## config.mk

```make
export PLATFORM = sky130hd
export DESIGN_NAME = envelope_wire_format_decoder
export DESIGN_NICKNAME = d
export VERILOG_FILES = /design/src/ewfd_pkg.sv /design/src/ewfd_parser.sv /design/src/ewfd_out_queue.sv /design/src/envelope_wire_format_decoder.sv
export VERILOG_INCLUDE_DIRS = /design/src /design/src/src
export SDC_FILE = /design/constraint.sdc
export NUM_CORES = 1
export LEC_CHECK = 0
export BUFFER_PORTS_ARGS = -buffer_cell sky130_fd_sc_hd__buf_4
export CAP_MARGIN = 10
export CORE_MARGIN = 4
export CORE_UTILIZATION = 57
export CTS_BUF_LIST = sky130_fd_sc_hd__clkbuf_2
export DETAILED_ROUTE_END_ITERATION = 6
export PLACE_DENSITY_LB_ADDON = 0.08
export SLEW_MARGIN = 20
export SYNTH_ARGS = -nofsm -noshare
export SYNTH_HDL_FRONTEND = slang
export SYNTH_SLANG_ARGS = --single-unit
```

## constraint.sdc

```tcl
create_clock -name i_clk -period 6.7 [get_ports i_clk]
set_input_delay 1.34 -clock i_clk [delete_from_list [all_inputs] [get_ports i_clk]]
set_output_delay 1.34 -clock i_clk [all_outputs]
set_load 0.01 [all_outputs]
```

## src/envelope_wire_format_decoder_assert.svh

```systemverilog
// Assertion macros shared by the decoder modules.
// Each expects i_clk and i_rst_n in the enclosing module.
`ifndef ENVELOPE_WIRE_FORMAT_DECODER_ASSERT_SVH
`define ENVELOPE_WIRE_FORMAT_DECODER_ASSERT_SVH

// Property checked at every clock edge out of reset
`define EWFD_CHECK(lbl, prop, msg) \
    lbl: assert property (@(posedge i_clk) disable iff (!i_rst_n) (prop)) else $error(msg);

// Consequent checked in the cycle after the antecedent
`define EWFD_CHECK_NEXT(lbl, ante, cons, msg) \
    lbl: assert property (@(posedge i_clk) disable iff (!i_rst_n) (ante) |=> (cons)) \
        else $error(msg);

`endif

```

## src/ewfd_pkg.sv

```systemverilog
`timescale 1ns / 1ps
`default_nettype none

package ewfd_pkg;

    // Length field width (bytes_remaining)
    localparam int LEN_BITS = 16;

    // Varint limits
    localparam int VARINT_MAX_BYTES = 10;
    localparam int VARINT_LAST_IDX  = VARINT_MAX_BYTES - 1;

    // Result queue sizing
    localparam int MAX_PUSH = 2;
    localparam int Q_DEPTH  = 4;
    localparam int Q_AW     = $clog2(Q_DEPTH);
    localparam int Q_CW     = $clog2(Q_DEPTH + 1);

    // Wire types
    localparam logic [2:0] WT_VARINT = 3'd0;
    localparam logic [2:0] WT_LEN    = 3'd2;

    // Field numbers with special handling
    localparam logic [3:0] FLD_NONE         = 4'd0;
    localparam logic [3:0] FLD_FIRST        = 4'd1;
    localparam logic [3:0] FLD_LAST         = 4'd8;
    localparam logic [3:0] FLD_U32_A        = 4'd1;
    localparam logic [3:0] FLD_U32_B        = 4'd2;
    localparam logic [3:0] FLD_U32_C        = 4'd3;
    localparam logic [3:0] FLD_U64          = 4'd4;
    localparam logic [3:0] FLD_U32_D        = 4'd5;
    localparam logic [3:0] FLD_PAYLOAD_TYPE = 4'd6;
    localparam logic [3:0] FLD_PAYLOAD      = 4'd7;
    localparam logic [3:0] FLD_U32_E        = 4'd8;

    typedef enum logic [4:0] {
        PH_KEY   = 5'b00001,
        PH_VALUE = 5'b00010,
        PH_LEN   = 5'b00100,
        PH_DATA  = 5'b01000,
        PH_ERROR = 5'b10000
    } t_phase;

    typedef enum logic [1:0] {
        EV_SCALAR      = 2'd0,
        EV_BYTES_START = 2'd1,
        EV_BYTES_DATA  = 2'd2,
        EV_MSG_END     = 2'd3
    } t_event;

    typedef enum logic [1:0] {
        ST_OK          = 2'd0,
        ST_UNSUPPORTED = 2'd1,
        ST_MALFORMED   = 2'd2
    } t_status;

    typedef struct packed {
        t_event      kind;
        logic [3:0]  id;
        logic [63:0] value;
        logic [7:0]  data;
        t_status     status;
    } t_result;

    // Results produced by one item: item0 first, item1 only when num is 2
    typedef struct packed {
        logic [1:0] num;
        t_result    item0;
        t_result    item1;
    } t_push;

endpackage

`default_nettype wire

```

## src/ewfd_parser.sv

```systemverilog
`timescale 1ns / 1ps
`default_nettype none

`include "envelope_wire_format_decoder_assert.svh"

module ewfd_parser (
    input  wire logic          i_clk,
    input  wire logic          i_rst_n,
    input  wire logic          i_accept,
    input  wire logic [7:0]    i_in_byte,
    input  wire logic          i_no_byte,
    input  wire logic          i_msg_end,
    output ewfd_pkg::t_push    o_push
);
    import ewfd_pkg::*;

    t_phase                r_phase,  n_phase;
    logic [63:0]           r_accum,  n_accum;
    logic [3:0]            r_vcnt,   n_vcnt;
    logic [3:0]            r_field,  n_field;
    logic [LEN_BITS-1:0]   r_remain, n_remain;
    t_status               r_err,    n_err;

    logic [5:0]  take_sh;
    logic [63:0] take_accum;
    logic [3:0]  take_cnt;
    logic        take_cont;
    logic        take_over;
    logic [3:0]  key_field;
    logic [2:0]  key_wt;
    t_result     byte_res;
    logic        byte_emit;
    t_result     end_res;
    t_status     end_status;

    // Varint step: shift-or seven bits, tenth byte contributes only bit 63
    assign take_sh    = 6'(r_vcnt) * 6'd7;
    assign take_accum = (r_vcnt < 4'(VARINT_LAST_IDX))
                      ? (r_accum | (64'(i_in_byte[6:0]) << take_sh))
                      : (r_accum | {i_in_byte[0], 63'd0});
    assign take_cnt   = r_vcnt + 4'd1;
    assign take_cont  = i_in_byte[7];
    assign take_over  = take_cont && (take_cnt >= 4'(VARINT_MAX_BYTES));

    // Key split: out-of-range field numbers map to "unknown"
    assign key_wt    = take_accum[2:0];
    assign key_field = ((take_accum[63:7] == '0) && (take_accum[6:3] >= FLD_FIRST)
                        && (take_accum[6:3] <= FLD_LAST)) ? take_accum[6:3] : FLD_NONE;

    // Next state and byte result
    always_comb begin
        n_phase   = r_phase;
        n_accum   = r_accum;
        n_vcnt    = r_vcnt;
        n_field   = r_field;
        n_remain  = r_remain;
        n_err     = r_err;
        byte_emit = 1'b0;
        byte_res  = '{kind: EV_SCALAR, id: r_field, value: 64'd0, data: 8'd0,
                      status: ST_OK};

        if (!i_no_byte && r_phase != PH_ERROR) begin
            if (r_phase == PH_DATA) begin
                if (r_field inside {FLD_PAYLOAD_TYPE, FLD_PAYLOAD}) begin
                    byte_emit     = 1'b1;
                    byte_res.kind = EV_BYTES_DATA;
                    byte_res.data = i_in_byte;
                end
                n_remain = r_remain - 1'b1;
                if (n_remain == '0) begin
                    n_phase = PH_KEY;
                end
            end else if (take_over) begin
                n_err   = ST_MALFORMED;
                n_phase = PH_ERROR;
                n_accum = '0;
                n_vcnt  = '0;
            end else if (take_cont) begin
                n_accum = take_accum;
                n_vcnt  = take_cnt;
            end else begin
                n_accum = '0;
                n_vcnt  = '0;
                case (r_phase)
                    PH_KEY: begin
                        n_field = key_field;
                        if (key_wt == WT_VARINT) begin
                            n_phase = PH_VALUE;
                        end else if (key_wt == WT_LEN) begin
                            n_phase = PH_LEN;
                        end else begin
                            n_err   = ST_UNSUPPORTED;
                            n_phase = PH_ERROR;
                        end
                    end
                    PH_VALUE: begin
                        if (r_field == FLD_U64) begin
                            byte_emit      = 1'b1;
                            byte_res.value = take_accum;
                        end else if (r_field inside {FLD_U32_A, FLD_U32_B, FLD_U32_C,
                                                     FLD_U32_D, FLD_U32_E}) begin
                            byte_emit      = 1'b1;
                            byte_res.value = {32'd0, take_accum[31:0]};
                        end
                        n_phase = PH_KEY;
                    end
                    PH_LEN: begin
                        if (take_accum[63:LEN_BITS] != '0) begin
                            n_err   = ST_MALFORMED;
                            n_phase = PH_ERROR;
                        end else begin
                            if (r_field inside {FLD_PAYLOAD_TYPE, FLD_PAYLOAD}) begin
                                byte_emit      = 1'b1;
                                byte_res.kind  = EV_BYTES_START;
                                byte_res.value = take_accum;
                            end
                            n_remain = take_accum[LEN_BITS-1:0];
                            n_phase  = (take_accum == '0) ? PH_KEY : PH_DATA;
                        end
                    end
                    default: ;
                endcase
            end
        end
    end

    // End-of-message status: cut off mid-field is malformed
    always_comb begin
        end_status = n_err;
        if (n_phase != PH_ERROR && (n_phase != PH_KEY || n_vcnt != '0)) begin
            end_status = ST_MALFORMED;
        end
        end_res = '{kind: EV_MSG_END, id: FLD_NONE, value: 64'd0, data: 8'd0,
                    status: end_status};
    end

    // Pack up to two results, end event last
    always_comb begin
        o_push.num   = 2'd0;
        o_push.item0 = byte_emit ? byte_res : end_res;
        o_push.item1 = end_res;
        if (i_accept) begin
            o_push.num = 2'(byte_emit) + 2'(i_msg_end);
        end
    end

    // Parser state
    always_ff @(posedge i_clk) begin
        if (!i_rst_n || (i_accept && i_msg_end)) begin
            r_phase  <= PH_KEY;
            r_accum  <= '0;
            r_vcnt   <= '0;
            r_field  <= FLD_NONE;
            r_remain <= '0;
            r_err    <= ST_OK;
        end else if (i_accept) begin
            r_phase  <= n_phase;
            r_accum  <= n_accum;
            r_vcnt   <= n_vcnt;
            r_field  <= n_field;
            r_remain <= n_remain;
            r_err    <= n_err;
        end
    end

    `EWFD_CHECK(a_err_phase, (r_phase == PH_ERROR) == (r_err != ST_OK), "error code and phase disagree")
    `EWFD_CHECK(a_vcnt_max, r_vcnt < 4'(VARINT_MAX_BYTES), "varint byte count overran")
    `EWFD_CHECK(a_data_remain, (r_phase != PH_DATA) || (r_remain != '0), "data phase with no bytes left")

endmodule

`default_nettype wire

```

## src/ewfd_out_queue.sv

```systemverilog
`timescale 1ns / 1ps
`default_nettype none

`include "envelope_wire_format_decoder_assert.svh"

module ewfd_out_queue (
    input  wire logic          i_clk,
    input  wire logic          i_rst_n,
    input  wire ewfd_pkg::t_push i_push,
    output logic               o_stall,
    output logic               o_valid,
    input  wire logic          i_stall,
    output ewfd_pkg::t_result  o_item
);
    import ewfd_pkg::*;

    t_result           r_mem [Q_DEPTH];
    logic [Q_AW-1:0]   r_wr_ptr, n_wr_ptr;
    logic [Q_AW-1:0]   r_rd_ptr, n_rd_ptr;
    logic [Q_CW-1:0]   r_count,  n_count;
    logic [Q_AW-1:0]   wr_ptr_1;
    logic              pop;

    // Handshake: hold off input unless room for a full pair
    assign o_stall  = r_count > Q_CW'(Q_DEPTH - MAX_PUSH);
    assign o_valid  = r_count != '0;
    assign o_item   = r_mem[r_rd_ptr];
    assign pop      = o_valid && !i_stall;
    assign wr_ptr_1 = r_wr_ptr + 1'b1;

    // Pointer and fill updates
    always_comb begin
        n_wr_ptr = r_wr_ptr + Q_AW'(i_push.num);
        n_rd_ptr = r_rd_ptr + Q_AW'(pop);
        n_count  = r_count + Q_CW'(i_push.num) - Q_CW'(pop);
    end

    always_ff @(posedge i_clk) begin
        if (!i_rst_n) begin
            r_wr_ptr <= '0;
            r_rd_ptr <= '0;
            r_count  <= '0;
        end else begin
            r_wr_ptr <= n_wr_ptr;
            r_rd_ptr <= n_rd_ptr;
            r_count  <= n_count;
        end
    end

    // Entry storage
    always_ff @(posedge i_clk) begin
        if (i_push.num != 2'd0) begin
            r_mem[r_wr_ptr] <= i_push.item0;
        end
        if (i_push.num == 2'd2) begin
            r_mem[wr_ptr_1] <= i_push.item1;
        end
    end

    `EWFD_CHECK(a_no_overfill, (i_push.num == 2'd0) || !o_stall, "push while queue lacks room")
    `EWFD_CHECK(a_push_max, i_push.num <= 2'(MAX_PUSH), "too many results in one push")
    `EWFD_CHECK_NEXT(a_count_track, 1'b1, !$past(i_rst_n) || (r_count == Q_CW'($past(r_count) + Q_CW'($past(i_push.num)) - Q_CW'($past(pop)))), "queue fill count drifted")

endmodule

`default_nettype wire

```

## src/envelope_wire_format_decoder.sv

```systemverilog
`timescale 1ns / 1ps
`default_nettype none

// Channel   Direction  Handshake          Payload
// input     in         i_valid / o_stall  i_in_byte, i_no_byte, i_msg_end
// result    out        o_valid / i_stall  o_event_kind, o_field_id, o_field_value,
//                                         o_data_byte, o_status
//
// An item is parsed in the cycle it is accepted; its results are in the queue the next cycle, behind any earlier ones.
// One item per cycle while o_stall is low; an item that yields two results (a field event plus
// message end) puts both into the four-entry result queue, which hands them out one at a time.
// o_stall rises when the queue has fewer than two free entries.
// i_rst_n is synchronous, active low; parser state also returns to reset after each end item.

module envelope_wire_format_decoder (
    input  wire logic         i_clk,
    input  wire logic         i_rst_n,
    input  wire logic         i_valid,
    output logic              o_stall,
    input  wire logic [7:0]   i_in_byte,
    input  wire logic         i_no_byte,
    input  wire logic         i_msg_end,
    output logic              o_valid,
    input  wire logic         i_stall,
    output logic [1:0]        o_event_kind,
    output logic [3:0]        o_field_id,
    output logic [63:0]       o_field_value,
    output logic [7:0]        o_data_byte,
    output logic [1:0]        o_status
);
    import ewfd_pkg::*;

    logic    accept;
    t_push   push;
    t_result head;

    assign accept = i_valid && !o_stall;

    // Byte parser
    ewfd_parser u_parser (
        .i_clk     (i_clk),
        .i_rst_n   (i_rst_n),
        .i_accept  (accept),
        .i_in_byte (i_in_byte),
        .i_no_byte (i_no_byte),
        .i_msg_end (i_msg_end),
        .o_push    (push)
    );

    // Result queue
    ewfd_out_queue u_queue (
        .i_clk   (i_clk),
        .i_rst_n (i_rst_n),
        .i_push  (push),
        .o_stall (o_stall),
        .o_valid (o_valid),
        .i_stall (i_stall),
        .o_item  (head)
    );

    assign o_event_kind  = head.kind;
    assign o_field_id    = head.id;
    assign o_field_value = head.value;
    assign o_data_byte   = head.data;
    assign o_status      = head.status;

endmodule

`default_nettype wire
```

### Word-level counts from Yosys, hierarchy flattened

Memory sizes are Yosys's and may differ from the RTL's. A register that Yosys moved wholly into a read port is not among the register bits.
Cells that the tools add are included.

* register bits: 102
* bits in writable memories: 320
* input bits: 14
* output and inout port bits: 82
* word-level logic and storage cells: 145
* memories kept: 1

* add/subtract/negate cells: 8
* $mul: 1
* magnitude comparators: 5
* eq/ne operators: 20
* shift operators: 1
* muxes and demuxes: 67
* bitwise operators: 5
* reductions and logical operators: 28

Memory list
* u_queue.r_mem: words 4, width 80, read ports 1, clocked after Yosys merged registers in 1, wr ports 2, RTL line ewfd_out_queue.sv:17 `t_result r_mem [Q_DEPTH];`

Operators by type and width (number)
* 64-bit two-way mux: 9
* 64-bit OR: 2
* 64-bit one-hot mux with 2 select lines: 1
* 16-bit two-way mux: 5
* 80-bit two-way mux: 1
* 72-bit two-way mux: 1
* 64-bit zero test: 1
* 7-bit by 6-bit << shifter with 64-bit output: 1
* 57-bit zero test: 1
* 48-bit nonzero test: 1
* 5-bit two-way mux: 8
* 2-bit two-way mux: 17
* 32-bit two-way mux: 1
* 4-bit two-way mux: 6
* 4-bit by 3-bit == test with 1-bit output, second input constant: 4
* 16-bit zero test: 1
* 8-bit two-way mux: 2
* 16-bit by 1-bit subtractor with 16-bit output, second input constant: 1
* 5-bit one-hot mux with 3 select lines: 1
* 1-bit two-way mux: 13
* 6-bit AND reduction: 2
* 5-bit inequality test, second input constant: 2
* 4-bit by 2-bit == test with 1-bit output, second input constant: 2
* 1-bit logical AND: 8
* 35 further kinds: 44

### Logic depth before layout (Yosys ltp)

* depth after elaboration: 17
* depth in mapped cells: 28

### Cells and area by module

From an unflattened synthesis, not the netlist that was laid out.

* cells, all modules: 1838
* area total of the unflattened synthesis: 23258.6 µm²

By module, submodules not included
* ewfd_out_queue: times used 1, cells an instance 821, area each 15707.6 µm², seq. area each 9749.4 µm²
* ewfd_parser: times used 1, cells an instance 1016, area each 7537.2 µm², seq. area each 1901.8 µm²
* envelope_wire_format_decoder: times used 1, cells an instance 1, area each 13.8 µm², seq. area each 0.0 µm²

### Worst setup path before layout

OpenSTA, ideal clock, no wires.

* kind: reg2reg
* start point: reg u_parser.r_vcnt[0]
* end point: mem u_queue.r_mem[0][56] (netlist bit)
* arrival time: 6393 ps
* required time: 6629 ps
* slack: 235 ps
* cell stages (with the launch flop): 27
* buffers on the path: 7
* clock period less this slack: 6465 ps
* cells stage by stage: dfxtp_1 -> buf_2 -> buf_2 -> inv_1 -> fa_1 -> inv_1 -> ha_1 -> inv_1 -> fa_1 -> clkbuf_1 -> clkbuf_1 -> nand3b_1 -> o22ai_1 -> a221oi_1 -> nand3_1 -> nor4_1 -> a31oi_1 -> o21ai_2 -> buf_2 -> ha_1 -> o21ai_0 -> nor3_1 -> a31oi_1 -> clkbuf_1 -> clkbuf_1 -> nand2_1 -> o21ai_1

RTL lines
* start: declaration: RTL line ewfd_parser.sv:19 `logic [3:0] r_vcnt, n_vcnt;`
* start signal: assignment: RTL line ewfd_parser.sv:159 `r_vcnt <= n_vcnt;`
* end: declaration: RTL line ewfd_out_queue.sv:17

==> reports/results.tsv <==
stage	metric	value	unit
yosys	synth_seq_cells	422	
worst_setup_path	worstPathRequired	7480	ps
detailed_routing	drt-wirelength-per-cell	20.67	um
worst_setup_path	rr_endpoint	u_queue.r_mem[3][0]$_DFFE_PP_	
floorplanning	initial_core_util	57.74	%
power	power.density_cell_area	244.8	mW/mm^2
power	finalPower	4.981	mW
run_status	status	complete, no violations	
timing	worst_slack	524.4	ps
global_routing	grt_start_max_net_pins	65	
clocking	clock_sink_count	422	
timing	final.setup.tns	0	ps
worst_setup_path	ff_to_ff_path_depth	22	
timing	final-hold-violation-count	0	
finish	fin_area	0.02035	mm^2
worst_setup_path	path_max_fanout	13	
clocking	clk_path_buf_depth	3	
yosys	synth_xor_xnor_area_share	0.5783	%
yosys	ys_async_sr_fraction	0	%
timing	grt_setup_unrepaired	false	
clocking	clock_edge_transition_at_the_registers_on_the_reported_setup_and_hold_paths	100	ps
place	placed_cells_incl_taps	2428	
clocking	clock_tree_from_tritoncts	built	
clocking	cts_htree_levels	3	
detailed_routing	firstDrtPassIters	6	
hold_path	min_path_cells	2	
global_routing	first_global_vias	15630	
detailed_routing	drt_iter0_markers	1506	
global_routing	grt_first_pass_wirelength	85.91	mm
finish	areaGrowthSynthToFinish	11.97	%
hold_path	hold_path_class	flip-flop to flip-flop	
yosys	synthFlopType	dfxtp_1	
worst_setup_path	setup.worst_path.start	u_parser.r_vcnt[1]$_SDFFE_PP0P_	
worst_setup_path	worst-endpoint-arrival	6950	ps
yosys	synth_compound_area_share	19.48	%
place	globalplace.congestion	1.022	
yosys	multiplexer_share_of_the_synthesized_area	11.26	%
clocking	clock_insertion_delay_worst_skew	1060	ps
floorplanning	design.die.area	0.03480	mm^2
worst_setup_path	start_kind	flip-flop	
detailed_routing	routed-via-count	16190	
timing	fin_skew	70.18	ps
power	power.static_leakage	7.472	nW
clocking	cts-buffers-inserted	103	
timing	worst-slew-pin-transition	1074	ps
yosys	synthCells	2010	
timing	setup_viol_count_final	0	
clocking	clock_tree_root_driver_cell	clkbuf_2	
yosys	synth_enable_flop_cells	8	
timing	period_minus_slack	6176	ps
yosys	synth-seq-area-share	46.93	%
yosys	syn_area_per_cell	9.042	um^2
place	buffer_ports.inserted	95	
worst_setup_path	ff2ff_setup_slack	520	ps
floorplanning	num_rows	65	
finish	layout_commonest_cell	dfxtp_1	
floorplanning	design.portCount	96	
detailed_routing	antenna_violating_nets_post_route	0	
hold_path	min_from	u_queue.r_mem[3][47]$_SDFFE_PP0N_	
global_routing	grt_remaining_overflow	0	
detailed_routing	remaining_drc_errors	0	
finish	final_net_count	2168	
timing	timing.final.crit_share	92.17	%
floorplanning	die_w	186.6	um
worst_setup_path	setup.worst_path.class	flip-flop to flip-flop	
finish	post_layout_nonfiller_instances	2604	
timing	fmaxAchievable	0.1619	GHz
worst_setup_path	worstReg2RegStart	u_parser.r_vcnt[1]$_SDFFE_PP0P_	
worst_setup_path	worst_setup_ep_type	flip-flop	
yosys	ys_types	74	
place	dpl_worst_slack	228.4	ps
global_routing	antenna_found_initial	3	
yosys	warning_count_from_the_yosys_run	0	
timing	timing.max_slew.rel_slack	27.82	%
yosys	synth_nets	2047	
yosys	post_synth_and_or_nand_nor_area_fraction	16.23	%
detailed_routing	drt_wl_total	53.84	mm
yosys	synth.cell_area	0.01817	mm^2
clocking	cts_setup_buffers	0	
yosys	largest_family_of_logic_cells_by_synthesized_area	compound AO/OA/AOI/OAI gates	
finish	drive_gt1_share	19.28	%
floorplanning	die_h	186.6	um
place	placed_area	0.01943	mm^2
job	max-cap-violations	0	
timing	drv_slew	0	
hold_path	timing.hold.worst_endpoint	u_queue.r_mem[3][47]$_SDFFE_PP0N_	
clocking	post_cts_hold_buffer_count	0	
finish	layout.cells.most_common_list	dfxtp_1, nand2_1, o21ai_0	
floorplanning	coreArea	0.03147	mm^2
yosys	synth_adder_area_share	1.790	%
global_routing	grt_util_all_layers	30.28	%
place	detailed_place_hpwl	35.87	mm
detailed_routing	vias_per_cell	6.215	
power	vdd_ir_drop_max	143.7	uV
==> critical path, cell delays in order, from the launching register on <==
cell and delay (ps):
dfxtp_1 510, inv_1 150, fa_1 460, inv_1 60, ha_1 160, inv_1 70, fa_1 470, xor2_1 190
nand3_1 270, a21oi_1 70, buf_4 220, a31oi_1 550, o311ai_1 360, nor4_4 400, a31oi_1 190, o21ai_2 200
ha_1 300, o21ai_2 280, nor2_1 100, a32o_1 260, a31oi_1 300, nand2b_1 170, and3b_1 180
==> per-stage QoR <==
step           hold slack [ps]  util (%)
2_1_floorplan            419.8         -
3_3_place_gp             429.1     61.74
3_5_place_dp             436.9     61.74
4_1_cts                  453.8     64.54
5_1_grt                  469.7     64.65
6_report                 451.2     64.65
==> cell type report <==
class,count,area (um^2)
Antenna cell,3,7.507
Inverter,38,142.6
Clock inverter,25,142.6
Sequential cell,422,8536
Tap cell,402,503.0
Timing Repair Buffer,155,1239
Clock buffer,148,740.7
Multi-Input combinational cell,1411,9037
Fill cell,2756,11130
==> where the power goes <==
| group | internal, mW | total (mW) | switching (mW) | leakage, nW |
|---|---|---|---|---|
| clock | 0.630 | 1.64 | 1.01 | 0.682 |
| combinational | 0.270 | 0.695 | 0.426 | 3.37 |
| sequential | 2.55 | 2.64 | 0.0915 | 3.42 |
==> state kept, by name, indices dropped and copies added (netlist names) <==
register	flops
u_queue.r_mem	320
u_parser.r_vcnt	4
u_parser.r_err	2
u_parser.r_remain	16
u_parser.r_field	4
u_queue.r_rd_ptr	2
u_queue.r_wr_ptr	2
u_parser.r_accum	64
u_queue.r_count	3
u_parser.r_phase	5
==> repair_timing <==
action                                  CTS  global route
hold endpoints to repair                  0             0
gates resized for setup                   0             6
endpoints found under the setup margin    0           177
==> synthesized netlist by cell type, types with 6 or more instances <==
library cell | count | share of area, %
nor4_1 | 24 | 0.83
a21oi_1 | 137 | 3.8
and3_1 | 9 | 0.31
a22oi_1 | 23 | 0.95
clkbuf_1 | 113 | 2.3
or3_1 | 8 | 0.28
ha_1 | 18 | 1.2
mux4_2 | 83 | 10
nor2b_1 | 9 | 0.31
nor3_1 | 65 | 1.8
a31oi_1 | 10 | 0.34
and2_1 | 14 | 0.48
buf_1 | 15 | 0.31
buf_2 | 11 | 0.30
nand3_1 | 30 | 0.83
mux2i_1 | 11 | 0.61
edfxtp_1 | 8 | 1.3
nand2b_1 | 11 | 0.38
nand2_1 | 359 | 7.4
a32oi_1 | 7 | 0.34
o21ai_0 | 208 | 5.7
nand4_1 | 7 | 0.24
inv_1 | 38 | 0.78
dfxtp_1 | 414 | 46
xnor2_1 | 7 | 0.34
a221oi_1 | 6 | 0.29
nor2_1 | 98 | 2.0
mux2_2 | 6 | 0.37
a22o_1 | 8 | 0.39
nand3b_1 | 9 | 0.37
o21ai_1 | 122 | 3.4
a2bb2oi_1 | 6 | 0.29
a32o_1 | 9 | 0.50
a211oi_1 | 9 | 0.37
==> logic make-up (layout without fill, tap and decap cells) <==
family | count (synthesis) | after routing
mux | 100 | 100
other cells | 0 | 3
xor+xnor | 12 | 12
buf+inv | 177 | 366
compound gates | 613 | 613
fa+ha+maj | 23 | 23
simple gates | 663 | 663
flops | 422 | 422
==> worst max-delay path by stage <==
stage	to	slack [ps]
after floorplan	u_queue.r_mem[0][56]$_SDFFE_PP0P_	240
after global placement	u_queue.r_mem[2][42]$_SDFFE_PP0N_	460
after detailed placement	u_queue.r_mem[2][43]$_SDFFE_PP0N_	230
after CTS	u_queue.r_mem[2][43]$_SDFFE_PP0N_	130
after global routing	u_queue.r_mem[3][0]$_DFFE_PP_	120
final	u_queue.r_mem[3][0]$_DFFE_PP_	520
==> metal layers <==
metal	up-vias	GRT usage [%]	part of all wire [%]
met3	99	6.023	7.4
li1	7556	-	-
met4	2	8.561	2.0
met5	-	0	0.022
met1	7846	43.25	45
met2	682	47.42	46
No activity file was read; power rests on OpenSTA's default activity.
